**config.mk**
```make
export PLATFORM = sky130hd
export DESIGN_NAME = numeric_literal_scanner
export DESIGN_NICKNAME = d
export VERILOG_FILES = /design/src/nls_pkg.sv /design/src/nls_front.sv /design/src/nls_queue.sv /design/src/nls_back.sv /design/src/numeric_literal_scanner.sv
export SDC_FILE = /design/constraint.sdc
export NUM_CORES = 1
export LEC_CHECK = 0
export ABC_AREA = 0
export BUFFER_PORTS_ARGS = -buffer_cell sky130_fd_sc_hd__buf_2
export CORE_ASPECT_RATIO = 0.8
export CORE_MARGIN = 2
export CORE_UTILIZATION = 35
export DETAILED_ROUTE_END_ITERATION = 6
export PLACE_DENSITY = 0.6
export REMOVE_ABC_BUFFERS = 1
export SYNTH_ARGS = -nofsm -noshare
export SYNTH_HDL_FRONTEND = slang
export SYNTH_SLANG_ARGS = --single-unit
```
**constraint.sdc**
```tcl
create_clock -name i_clk -period 5.65 [get_ports i_clk]
set_clock_uncertainty 0.05 [all_clocks]
set_input_delay 0.8475 -clock i_clk [delete_from_list [all_inputs] [get_ports i_clk]]
set_output_delay 0.8475 -clock i_clk [all_outputs]
set_load 0.005 [all_outputs]
```
**src/nls_pkg.sv**
```systemverilog
// Package: shared types and constants for the numeric literal scanner.
`default_nettype none
package nls_pkg;

    localparam int MAX_TEXT = 64;
    localparam int CNT_W    = $clog2(MAX_TEXT + 1);
    localparam int TEXT_W   = 7;
    localparam int IMAX_W   = 31;
    localparam int QDEPTH   = 4;
    localparam int QPTR_W   = $clog2(QDEPTH);
    localparam int QCNT_W   = $clog2(QDEPTH + 1);

    localparam logic [IMAX_W-1:0] INT_MAX_RESET = IMAX_W'(32767);

    localparam logic [7:0] CH_0     = 8'h30;
    localparam logic [7:0] CH_9     = 8'h39;
    localparam logic [7:0] CH_LA    = 8'h61;
    localparam logic [7:0] CH_LF    = 8'h66;
    localparam logic [7:0] CH_UA    = 8'h41;
    localparam logic [7:0] CH_UF    = 8'h46;
    localparam logic [7:0] CH_DOT   = 8'h2e;
    localparam logic [7:0] CH_PLUS  = 8'h2b;
    localparam logic [7:0] CH_MINUS = 8'h2d;
    localparam logic [7:0] CH_LE    = 8'h65;
    localparam logic [7:0] CH_UE    = 8'h45;
    localparam logic [7:0] CH_LX    = 8'h78;
    localparam logic [7:0] CH_UX    = 8'h58;
    localparam logic [7:0] CH_LL    = 8'h6c;
    localparam logic [7:0] CH_UL    = 8'h4c;
    localparam logic [7:0] LA_BIAS  = 8'h57;
    localparam logic [7:0] UA_BIAS  = 8'h37;

    typedef enum logic [1:0] {
        KIND_INT   = 2'd0,
        KIND_LONG  = 2'd1,
        KIND_FLOAT = 2'd2,
        KIND_DOT   = 2'd3
    } t_kind;

    typedef enum logic [1:0] {
        RAD_DEC = 2'd0,
        RAD_OCT = 2'd1,
        RAD_HEX = 2'd2
    } t_radix;

    typedef struct packed {
        logic [7:0] ch;
        logic       first;
    } t_in_beat;

    typedef struct packed {
        t_kind              kind;
        logic signed [31:0] value;
        logic [TEXT_W-1:0]  text_length;
        logic               syntax_error;
        logic               consumed;
    } t_out_beat;

    typedef struct packed {
        logic       first;
        logic       is_zero;
        logic       is_dec;
        logic       is_hex_alpha;
        logic [3:0] digit;
        logic       is_dot;
        logic       is_sign;
        logic       is_e;
        logic       is_x;
        logic       is_l;
    } t_cls;

endpackage
`default_nettype wire

```
**src/nls_front.sv**
```systemverilog
// Front end: accept input beats and classify each character.
`default_nettype none
module nls_front
    import nls_pkg::*;
(
    input  wire t_in_beat i_beat,
    input  wire           i_valid,
    input  wire           i_space,
    output logic          o_ready,
    output logic          o_push,
    output t_cls          o_cls
);

    logic [7:0] c;
    logic       lower_hex;
    logic       upper_hex;
    logic [7:0] lower_off;
    logic [7:0] upper_off;
    logic [7:0] dec_off;

    assign c         = i_beat.ch;
    assign lower_hex = (c >= CH_LA) && (c <= CH_LF);
    assign upper_hex = (c >= CH_UA) && (c <= CH_UF);
    assign lower_off = c - LA_BIAS;
    assign upper_off = c - UA_BIAS;
    assign dec_off   = c - CH_0;

    assign o_ready = i_space;
    assign o_push  = i_valid && i_space;

    always_comb begin
        o_cls              = '0;
        o_cls.first        = i_beat.first;
        o_cls.is_zero      = (c == CH_0);
        o_cls.is_dec       = (c >= CH_0) && (c <= CH_9);
        o_cls.is_hex_alpha = lower_hex || upper_hex;
        o_cls.is_dot       = (c == CH_DOT);
        o_cls.is_sign      = (c == CH_PLUS) || (c == CH_MINUS);
        o_cls.is_e         = (c == CH_LE) || (c == CH_UE);
        o_cls.is_x         = (c == CH_LX) || (c == CH_UX);
        o_cls.is_l         = (c == CH_LL) || (c == CH_UL);
        if (lower_hex) begin
            o_cls.digit = lower_off[3:0];
        end else if (upper_hex) begin
            o_cls.digit = upper_off[3:0];
        end else begin
            o_cls.digit = dec_off[3:0];
        end
    end

endmodule
`default_nettype wire

```
**src/nls_queue.sv**
```systemverilog
// Queue: short FIFO of classified characters between front and back.
`default_nettype none
module nls_queue
    import nls_pkg::*;
(
    input  wire        i_clk,
    input  wire        i_rst_n,
    input  wire        i_push,
    input  wire t_cls  i_data,
    input  wire        i_pop,
    output logic       o_space,
    output logic       o_valid,
    output t_cls       o_data
);

    t_cls              r_mem [QDEPTH];
    logic [QPTR_W-1:0] r_head;
    logic [QPTR_W-1:0] r_tail;
    logic [QCNT_W-1:0] r_count;
    logic [QCNT_W-1:0] n_count;

    assign o_space = (r_count != QCNT_W'(QDEPTH));
    assign o_valid = (r_count != '0);
    assign o_data  = r_mem[r_head];

    always_comb begin
        n_count = r_count;
        if (i_push && !(i_pop && o_valid)) begin
            n_count = r_count + 1'b1;
        end else if (!i_push && i_pop && o_valid) begin
            n_count = r_count - 1'b1;
        end
    end

    always_ff @(posedge i_clk) begin
        if (i_push) begin
            r_mem[r_tail] <= i_data;
        end
    end

    always_ff @(posedge i_clk) begin
        if (!i_rst_n) begin
            r_head  <= '0;
            r_tail  <= '0;
            r_count <= '0;
        end else begin
            r_count <= n_count;
            if (i_push) begin
                r_tail <= r_tail + 1'b1;
            end
            if (i_pop && o_valid) begin
                r_head <= r_head + 1'b1;
            end
        end
    end

endmodule
`default_nettype wire

```
**src/nls_back.sv**
```systemverilog
// Back end: scan state, digit accumulation and result register.
`default_nettype none
module nls_back
    import nls_pkg::*;
(
    input  wire               i_clk,
    input  wire               i_rst_n,
    input  wire               i_cfg_we,
    input  wire [IMAX_W-1:0]  i_cfg_wdata,
    input  wire               i_q_valid,
    input  wire t_cls         i_cls,
    output logic              o_pop,
    output logic              o_out_valid,
    input  wire               i_out_ready,
    output t_out_beat         o_out
);

    logic [IMAX_W-1:0] r_int_max;
    logic [31:0]       r_acc;
    t_radix            r_rad;
    logic              r_seen;
    logic [3:0]        r_lg;
    logic              r_flt;
    logic              r_exs;
    logic              r_aft;
    logic              r_err;
    logic [CNT_W-1:0]  r_cnt;
    logic              r_out_valid;
    t_out_beat         r_out;

    logic [31:0]       n_acc;
    t_radix            n_rad;
    logic              n_seen;
    logic [3:0]        n_lg;
    logic              n_flt;
    logic              n_exs;
    logic              n_aft;
    logic              n_err;
    logic [CNT_W-1:0]  n_cnt;

    logic              start;
    logic [31:0]       e_acc;
    t_radix            e_rad;
    logic              e_seen;
    logic [3:0]        e_lg;
    logic              e_flt;
    logic              e_exs;
    logic              e_aft;
    logic              e_err;
    logic [CNT_W-1:0]  e_cnt;
    logic [CNT_W-1:0]  cnt_inc;
    logic [31:0]       acc_dig;
    logic              hexl;
    logic              fin;
    t_kind             fin_kind;
    logic              fin_cons;
    logic              digit_bad;
    logic              promote;
    t_out_beat         res;

    assign o_pop       = i_q_valid && (!r_out_valid || i_out_ready);
    assign o_out_valid = r_out_valid;
    assign o_out       = r_out;

    assign start  = i_cls.first || (r_cnt == '0);
    assign e_acc  = start ? '0 : r_acc;
    assign e_seen = start ? 1'b0 : r_seen;
    assign e_lg   = start ? '0 : r_lg;
    assign e_flt  = start ? 1'b0 : r_flt;
    assign e_exs  = start ? 1'b0 : r_exs;
    assign e_aft  = start ? 1'b0 : r_aft;
    assign e_err  = start ? 1'b0 : r_err;
    assign e_cnt  = start ? '0 : r_cnt;

    always_comb begin
        if (start) begin
            e_rad = i_cls.is_zero ? RAD_OCT : RAD_DEC;
        end else begin
            e_rad = r_rad;
        end
    end

    assign cnt_inc = (e_cnt < CNT_W'(MAX_TEXT)) ? e_cnt + 1'b1 : e_cnt;
    assign hexl    = i_cls.is_hex_alpha && (e_rad == RAD_HEX);

    always_comb begin
        case (e_rad)
            RAD_OCT: begin
                acc_dig = {e_acc[28:0], 3'b000} + {28'd0, i_cls.digit};
            end
            RAD_HEX: begin
                acc_dig = {e_acc[27:0], 4'b0000} + {28'd0, i_cls.digit};
            end
            default: begin
                acc_dig = {e_acc[28:0], 3'b000} + {e_acc[30:0], 1'b0}
                        + {28'd0, i_cls.digit};
            end
        endcase
    end

    always_comb begin
        case (e_rad)
            RAD_OCT: digit_bad = e_lg[3];
            RAD_HEX: digit_bad = 1'b0;
            default: digit_bad = (e_lg >= 4'd10);
        endcase
    end

    assign promote = e_acc[31]
                   || ((e_acc > {1'b0, r_int_max}) && (e_rad == RAD_DEC))
                   || (e_acc[31:1] > r_int_max);

    always_comb begin
        n_acc    = e_acc;
        n_rad    = e_rad;
        n_seen   = e_seen;
        n_lg     = e_lg;
        n_flt    = e_flt;
        n_exs    = e_exs;
        n_aft    = e_aft;
        n_err    = e_err;
        n_cnt    = cnt_inc;
        fin      = 1'b0;
        fin_kind = e_flt ? KIND_FLOAT : KIND_INT;
        fin_cons = 1'b0;
        if (e_aft) begin
            n_aft = 1'b0;
            if (!(i_cls.is_sign || i_cls.is_dec)) begin
                fin = 1'b1;
            end
        end else if (i_cls.is_dec || hexl) begin
            n_acc  = acc_dig;
            n_seen = 1'b1;
            if (i_cls.digit > e_lg) begin
                n_lg = i_cls.digit;
            end
        end else if (i_cls.is_dot) begin
            if ((e_rad == RAD_HEX) || e_flt) begin
                n_err = 1'b1;
            end
            n_flt = 1'b1;
            n_rad = RAD_DEC;
        end else if (!e_seen) begin
            fin      = 1'b1;
            fin_kind = KIND_DOT;
        end else if (i_cls.is_e && !e_exs) begin
            n_exs = 1'b1;
            n_flt = 1'b1;
            if ((e_rad == RAD_HEX) || (e_lg >= 4'd10)) begin
                n_err = 1'b1;
            end
            n_rad = RAD_DEC;
            n_aft = 1'b1;
        end else if (i_cls.is_x) begin
            if ((e_rad != RAD_OCT) || (e_acc != '0) || e_flt) begin
                n_err = 1'b1;
            end
            n_rad = RAD_HEX;
        end else if (i_cls.is_l && !e_flt) begin
            fin      = 1'b1;
            fin_kind = KIND_LONG;
            fin_cons = 1'b1;
        end else begin
            fin = 1'b1;
        end
    end

    always_comb begin
        res              = '0;
        res.kind         = fin_kind;
        res.syntax_error = e_err || digit_bad;
        res.consumed     = fin_cons;
        case (fin_kind)
            KIND_FLOAT: begin
                res.text_length = TEXT_W'(cnt_inc);
            end
            KIND_DOT: begin
                res.value = '0;
            end
            KIND_INT: begin
                res.value = e_acc;
                if (promote) begin
                    res.kind = KIND_LONG;
                end
            end
            default: begin
                res.value = e_acc;
            end
        endcase
    end

    always_ff @(posedge i_clk) begin
        if (o_pop && fin) begin
            r_out <= res;
        end
    end

    always_ff @(posedge i_clk) begin
        if (!i_rst_n) begin
            r_int_max   <= INT_MAX_RESET;
            r_acc       <= '0;
            r_rad       <= RAD_DEC;
            r_seen      <= 1'b0;
            r_lg        <= '0;
            r_flt       <= 1'b0;
            r_exs       <= 1'b0;
            r_aft       <= 1'b0;
            r_err       <= 1'b0;
            r_cnt       <= '0;
            r_out_valid <= 1'b0;
        end else begin
            if (i_cfg_we) begin
                r_int_max <= i_cfg_wdata;
            end
            if (o_pop) begin
                if (fin) begin
                    r_acc  <= '0;
                    r_rad  <= RAD_DEC;
                    r_seen <= 1'b0;
                    r_lg   <= '0;
                    r_flt  <= 1'b0;
                    r_exs  <= 1'b0;
                    r_aft  <= 1'b0;
                    r_err  <= 1'b0;
                    r_cnt  <= '0;
                end else begin
                    r_acc  <= n_acc;
                    r_rad  <= n_rad;
                    r_seen <= n_seen;
                    r_lg   <= n_lg;
                    r_flt  <= n_flt;
                    r_exs  <= n_exs;
                    r_aft  <= n_aft;
                    r_err  <= n_err;
                    r_cnt  <= n_cnt;
                end
            end
            if (o_pop && fin) begin
                r_out_valid <= 1'b1;
            end else if (i_out_ready) begin
                r_out_valid <= 1'b0;
            end
        end
    end

`ifndef SYNTHESIS
    a_new_result_from_pop: assert property (@(posedge i_clk) disable iff (!i_rst_n)
        (o_pop && fin) |=> (r_out_valid && (r_cnt == '0)))
        else $error("finished literal did not load result or clear scan");

    a_open_after_step: assert property (@(posedge i_clk) disable iff (!i_rst_n)
        (o_pop && !fin) |=> (r_cnt != '0))
        else $error("scan closed without a result");

    a_consumed_long: assert property (@(posedge i_clk) disable iff (!i_rst_n)
        (r_out_valid && r_out.consumed) |-> (r_out.kind == KIND_LONG))
        else $error("consumed suffix without long kind");

    a_length_float_only: assert property (@(posedge i_clk) disable iff (!i_rst_n)
        (r_out_valid && (r_out.kind != KIND_FLOAT)) |-> (r_out.text_length == '0))
        else $error("text length reported for non-float token");
`endif

endmodule
`default_nettype wire

```
**src/numeric_literal_scanner.sv**
```systemverilog
// A beat is registered in the queue, then its result in the output register.
// Throughput: one character per cycle in and out, unless the output stalls.
// A result waits in the output register; the four-entry queue absorbs output stalls.
// Reset: synchronous, active low; clears the queue, the scan state and the result
// valid flag, and sets int_max to 32767. No clearing pass follows reset.
// Top level: numeric literal scanner with front end, queue and back end.
`default_nettype none
module numeric_literal_scanner
    import nls_pkg::*;
(
    input  wire               i_clk,
    input  wire               i_rst_n,
    input  wire               i_in_valid,
    output logic              o_in_ready,
    input  wire t_in_beat     i_in_data,
    output logic              o_out_valid,
    input  wire               i_out_ready,
    output t_out_beat         o_out_data,
    input  wire               i_cfg_we,
    input  wire [IMAX_W-1:0]  i_cfg_wdata
);

    logic q_space;
    logic q_push;
    logic q_pop;
    logic q_valid;
    t_cls front_cls;
    t_cls q_cls;

    nls_front u_front (
        .i_beat  (i_in_data),
        .i_valid (i_in_valid),
        .i_space (q_space),
        .o_ready (o_in_ready),
        .o_push  (q_push),
        .o_cls   (front_cls)
    );

    nls_queue u_queue (
        .i_clk   (i_clk),
        .i_rst_n (i_rst_n),
        .i_push  (q_push),
        .i_data  (front_cls),
        .i_pop   (q_pop),
        .o_space (q_space),
        .o_valid (q_valid),
        .o_data  (q_cls)
    );

    nls_back u_back (
        .i_clk       (i_clk),
        .i_rst_n     (i_rst_n),
        .i_cfg_we    (i_cfg_we),
        .i_cfg_wdata (i_cfg_wdata),
        .i_q_valid   (q_valid),
        .i_cls       (q_cls),
        .o_pop       (q_pop),
        .o_out_valid (o_out_valid),
        .i_out_ready (i_out_ready),
        .o_out       (o_out_data)
    );

endmodule
`default_nettype wire

```
==> Word-level counts from Yosys, hierarchy flattened <==
Memories as Yosys holds them, arrays and structs flattened. A register that Yosys moved wholly into a read port is not among the register bits.
Cells that the tools add are included.
Widths: inputs -> output; s select.
{ "totals": {"register_bits": 132, "mem_bits_rw": 52, "in_bits": 45, "output_inout_bits": 45, "elab_cells": 191, "n_memories": 1} }
{ "classes": {"addsub": 12, "n_lt_le_gt_ge": 11, "n_eq_ne": 16, "muxes": 87, "bitwise": 1, "reduce_logical": 44} }
{ "mem_list": {"columns": ["name", "words", "word_bits", "read_ports", "rd_clocked_by_memory_dff", "wr", "line_no", "source"], "rows": [
  ["u_queue.r_mem", 4, 13, 1, 1, 1, "nls_queue.sv:16", "t_cls r_mem [QDEPTH];"]
]} }
{ "op_table": {"columns": ["cell", "n"], "rows": [
  ["$mux 32", 4],
  ["$add 32x4->32", 3],
  ["$pmux 32 s2", 1],
  ["$mux 1", 49],
  ["$eq 8x7->1 const B", 6],
  ["$mux 2", 20],
  ["$add 32x32->32", 1],
  ["$eq 8x6->1 const B", 4],
  ["$gt 32x31->1", 1],
  ["$reduce_bool 32->1", 1],
  ["$gt 31x31->1", 1],
  ["$mux 4", 7],
  ["$mux 7", 3],
  ["$ge 8x7->1 const B", 2],
  ["$le 8x7->1 const B", 2],
  ["$logic_or 1x1->1", 16],
  ["$logic_and 1x1->1", 14],
  ["$ge 8x6->1 const B", 1],
  ["$le 8x6->1 const B", 1],
  ["$sub 4x3->4 const B", 2],
  ["$add 7x1->7 const B", 1],
  ["$logic_not 7->1", 1],
  ["$lt 7x7->1 const B", 1],
  ["$eq 2x2->1 const B", 3],
  ["18 further kinds", 26]
]} }

==> Logic depth before layout (Yosys ltp) <==
{ "depth": {"depth_word": 14, "ltp_mapped": 20, "depth_no_buf": 15} }

==> Hierarchy <==
From an unflattened synthesis, not the netlist that was laid out.
{ "unflattened": {"cells_unflattened": 1359, "area_unflattened_um2": 12690.9} }
{ "by_module_without_submodules": {"columns": ["module", "instances", "cells_each", "area_per_inst_um2", "seq_area_each_um2"], "rows": [
  ["nls_back", 1, 1202, 9979.6, 2932.8],
  ["nls_queue", 1, 118, 2384.8, 1741.7],
  ["nls_front", 1, 39, 326.6, 0.0]
]} }

==> Worst setup path before layout <==
No wires, ideal clock.
{ "synth_timing": {"path_type": "flip-flop to flip-flop", "startpoint": "register with a tool-made name", "endpoint": "register u_back.r_out, in the netlist u_back.o_out[0], enable pin", "setup_ns": 0.445, "t_arrival_ns": 4.755, "required_time_ns": 5.155, "path_slack_ns": 0.400, "stages_incl_launch_ff": 16, "path_buffers": 5, "synth_period_minus_slack_ns": 5.250, "path_cell_list": "dfxtp_1 -> buf_6 -> mux4_2 -> buf_6 -> a21oi_1 -> buf_4 -> buf_6 -> clkbuf_1 -> nand2_1 -> nand2_1 -> inv_1 -> ha_1 -> a21oi_1 -> nand3_2 -> o32a_2 -> nor2_1"} }
{ "synth_rtl": {"columns": ["item", "line_no", "source"], "rows": [
  ["end signal, assigned", "nls_back.sv:194", "r_out <= res;"],
  ["end, declared", "nls_back.sv:29", "t_out_beat r_out;"]
]} }

==> results.sh <==
export IMPL_min_path_type="register to register"
export IMPL_reg2reg_depth=15
export IMPL_r2r_end="u_back.r_acc[30]"
export IMPL_gr_total_overflow=0
export IMPL_wl_per_cell_um=19.3
export IMPL_whs_ns=0.450
export IMPL_rsz0062_at_grt="false"
export IMPL_finalHoldViolations=0
export IMPL_place_congestion=0.906
export IMPL_cts_tree="yes"
export IMPL_use_met3=0.0352
export IMPL_antenna_found_initial=0
export IMPL_async_flop_share=0
export IMPL_cp_max_fo=13
export IMPL_io_buffers=89
export IMPL_cts_sinks=186
export IMPL_fp_dieW_um=215
export IMPL_syn_cell_area_mm2=0.0125
export IMPL_period_minus_slack_ns=5.20
export IMPL_vias=10500
export IMPL_met2_usage=0.270
export IMPL_timing_reg2reg_setup_slack_ns=0.45
export IMPL_slew_headroom=0.220
export IMPL_post_cts_buffers=0
export IMPL_grt_usage=0.195
export IMPL_syn_instance_count=1335
export IMPL_syn_to_final_growth_pct=11.9
export IMPL_cpMostUsedCell="ha_1"
export IMPL_worstPathArrival_ns=5.50
export IMPL_synth_top_cells_by_area="edfxtp_1 23%, dfxtp_1 15%, ha_1 14%, nor2_1 3.7%, nand2_1 3.3%"
export IMPL_fin_nets=1576
export IMPL_grt_pass1_vias=9754
export IMPL_hold_depth=2
export IMPL_setup_slack_ns=0.455
export IMPL_die_area_mm2=0.0372
export IMPL_yosysWarnings=0
export IMPL_use_met1=0.307
export IMPL_viasPerCell=5.59
export IMPL_grt_pass1_wl_um=57100
export IMPL_setup_tns_ns=0
export IMPL_synth_seq_area_share=0.375
export IMPL_ys_flop_type="edfxtp_1"
export IMPL_clockBufferDepth=2
export IMPL_period_share=0.920
export IMPL_pre_cts_ws_ns=0.512
export IMPL_max_cap_violations=0
export IMPL_place_hpwl_um=26900
export IMPL_worst_pin_slew_ns=1.17
export IMPL_hold_start="u_back.r_exs"
export IMPL_min_to="u_back.r_exs"
export IMPL_synth_cell_types=79
export IMPL_drt_initial_drc_count=1152
export IMPL_cts_resized=0
export IMPL_holdBufCountCts=0
export IMPL_status="finished, final reports clean"
export IMPL_pin_count=90
export IMPL_num_rows=61
export IMPL_dieHeight_um=173
export IMPL_clkTransAtPathRegs_ns=0.09
export IMPL_max_freq_ghz=0.192
export IMPL_start_util=0.357
export IMPL_synth_seq_cells=186
export IMPL_drive_gt1_frac=0.123
export IMPL_max_stage_delay_ns=0.64
export IMPL_syn_area_per_cell_um2=9.35
export IMPL_peakVddDrop_uv=183
export IMPL_crit_type="register to register"
export IMPL_drv_slew=0
export IMPL_tritoncts_num_buffers=17
export IMPL_drt_pass1_iterations=5
export IMPL_cts_root_buf="clkbuf_16"
export IMPL_wl_um=36200
export IMPL_busiest_layer="met1"
export IMPL_cp_data_required_time_ns=5.95
export IMPL_powerDensity_mw_per_mm2=357
export IMPL_yosysTopAreaCell="edfxtp_1"
export IMPL_ant_nets=0
export IMPL_setup_viol=0
export IMPL_p_leak_nw=6.00
export IMPL_synth_top_area_frac=0.229
export IMPL_grt_max_degree=52
export IMPL_core_area_mm2=0.0350
export IMPL_cp_slowest_cell="mux4_2"
export IMPL_fillers=3545
export IMPL_antenna_cells=0
export IMPL_critPathLaunchType="register"
export IMPL_synth_edff_count=95
export IMPL_clock_latency_ns=0.46
export IMPL_drc_errors=0
export IMPL_htree_levels=4
export IMPL_cp_end_kind="register"
export IMPL_path_cells="mux4_2, a21oi_4, nand2_1, inv_1, ha_1, ha_1, fa_1, a21o_1, a221oi_2, o211ai_1, a311oi_1, o31ai_1, a31oi_1, o21ai_0, a221o_1"
## placed cells by master (no fill, tap or decap), types with 7 or more instances in the layout
cell type and instances:
and4_1 7, buf_4 18, a22oi_1 22, a21o_1 23, xor2_1 15, a211oi_1 8, o21a_1 7, and3_1 24
a22o_1 9, a31oi_1 9, and2_1 31, nand4_1 30, nor3_1 25, or3_1 9, xnor2_1 43, nand2_1 111
nand2b_1 8, mux2i_1 21, clkbuf_16 17, a21oi_1 79, dfxtp_1 91, o21ai_0 58, mux4_2 13, inv_1 77
nand3_1 38, ha_1 137, a211o_1 8, o211ai_1 23, buf_2 89, nor2_1 121, edfxtp_1 95, nor4_1 14
nor2b_1 12
## how the worst max path moves through the flow
| stage | startpoint | end | depth (start not counted) |
|---|---|---|---|
| 3_3_place_gp | register | u_back.r_acc[30] | 15 |
| 6_report | register | u_back.r_acc[30] | 15 |
| 4_1_cts | register | u_back.r_acc[30] | 15 |
| 3_5_place_dp | register | u_back.r_acc[30] | 15 |
| 5_1_grt | register | u_back.r_acc[30] | 15 |
| 2_1_floorplan | register | u_back.o_out[0] | 10 |
## sequential cells by signal, summed over array words and instances (netlist names), named ones only
| signal | count |
|---|---|
| u_back.o_out | 43 |
| u_back.o_out_valid | 1 |
| u_back.r_acc | 32 |
| u_back.r_aft | 1 |
| u_back.r_cnt | 7 |
| u_back.r_err | 1 |
| u_back.r_exs | 1 |
| u_back.r_flt | 1 |
| u_back.r_int_max | 31 |
| u_back.r_lg | 4 |
| u_back.r_rad | 2 |
| u_back.r_seen | 1 |
| u_queue.r_count | 3 |
| u_queue.r_head | 2 |
| u_queue.r_mem | 52 |
| u_queue.r_tail | 2 |
## through the flow
stage,area (um2),power [mW],std cells,utilization
after floorplan,12200,2.98,1266,-
after global placement,13400,3.72,1845,0.382
after detailed placement,13400,3.74,1845,0.382
after CTS,14000,4.99,1877,0.399
after global routing,14000,5.26,1877,0.399
final,14000,4.98,1877,0.399
## power breakdown
group | internal, mW | switching, mW
registers | 1.69 | 0.151
clock network | 0.605 | 0.638
logic | 0.624 | 1.28
total | 2.92 | 2.06
## cells by family (layout without fill, tap and decap cells)
family / after synthesis / in the layout / synth area share
AO/OA/AOI/OAI: 316 / 316 / 0.172
buffers and inverters: 148 / 218 / 0.0490
flip-flops: 186 / 186 / 0.375
XOR/XNOR: 58 / 58 / 0.0407
AND/OR/NAND/NOR: 451 / 451 / 0.180
adder cells (fa/ha/maj): 139 / 139 / 0.141
multiplexers: 37 / 37 / 0.0430
## layout make-up
type | instances | area (um2) | share of cell area
clock inverter | 15 | 183 | 0.0131
inverter | 79 | 297 | 0.0212
tap | 472 | 591 | 0.0423
multi-input combinational | 1001 | 7210 | 0.516
timing repair buffer | 107 | 581 | 0.0416
clock buffer | 17 | 425 | 0.0305
sequential | 186 | 4670 | 0.335
## per-layer routing
metal  routed length [um]  up-vias
li1                     -     5049
met3                 2980       36
met4                  557        0
met1                18200     4993
met2                14400      418
met5                    0        -
## Yosys cell counts (24+ instances only)
cell type    n
ha_1       137
nor2_1     122
nand2_1    111
edfxtp_1    95
dfxtp_1     91
a21oi_1     80
inv_1       77
o21ai_0     58
clkbuf_1    50
xnor2_1     43
nand3_1     38
and2_1      31
nand4_1     30
nor3_1      25
and3_1      24
## worst max-delay path: cells and delay by family (launching register included)
family          cells  cell delay (ns)
compound gates      9             2.71
mux                 1             0.64
flops               1             0.36
fa+ha+maj           3             0.93
simple gates        1             0.20
buf+inv             1             0.21
No activity file was read; power rests on OpenSTA's default activity.
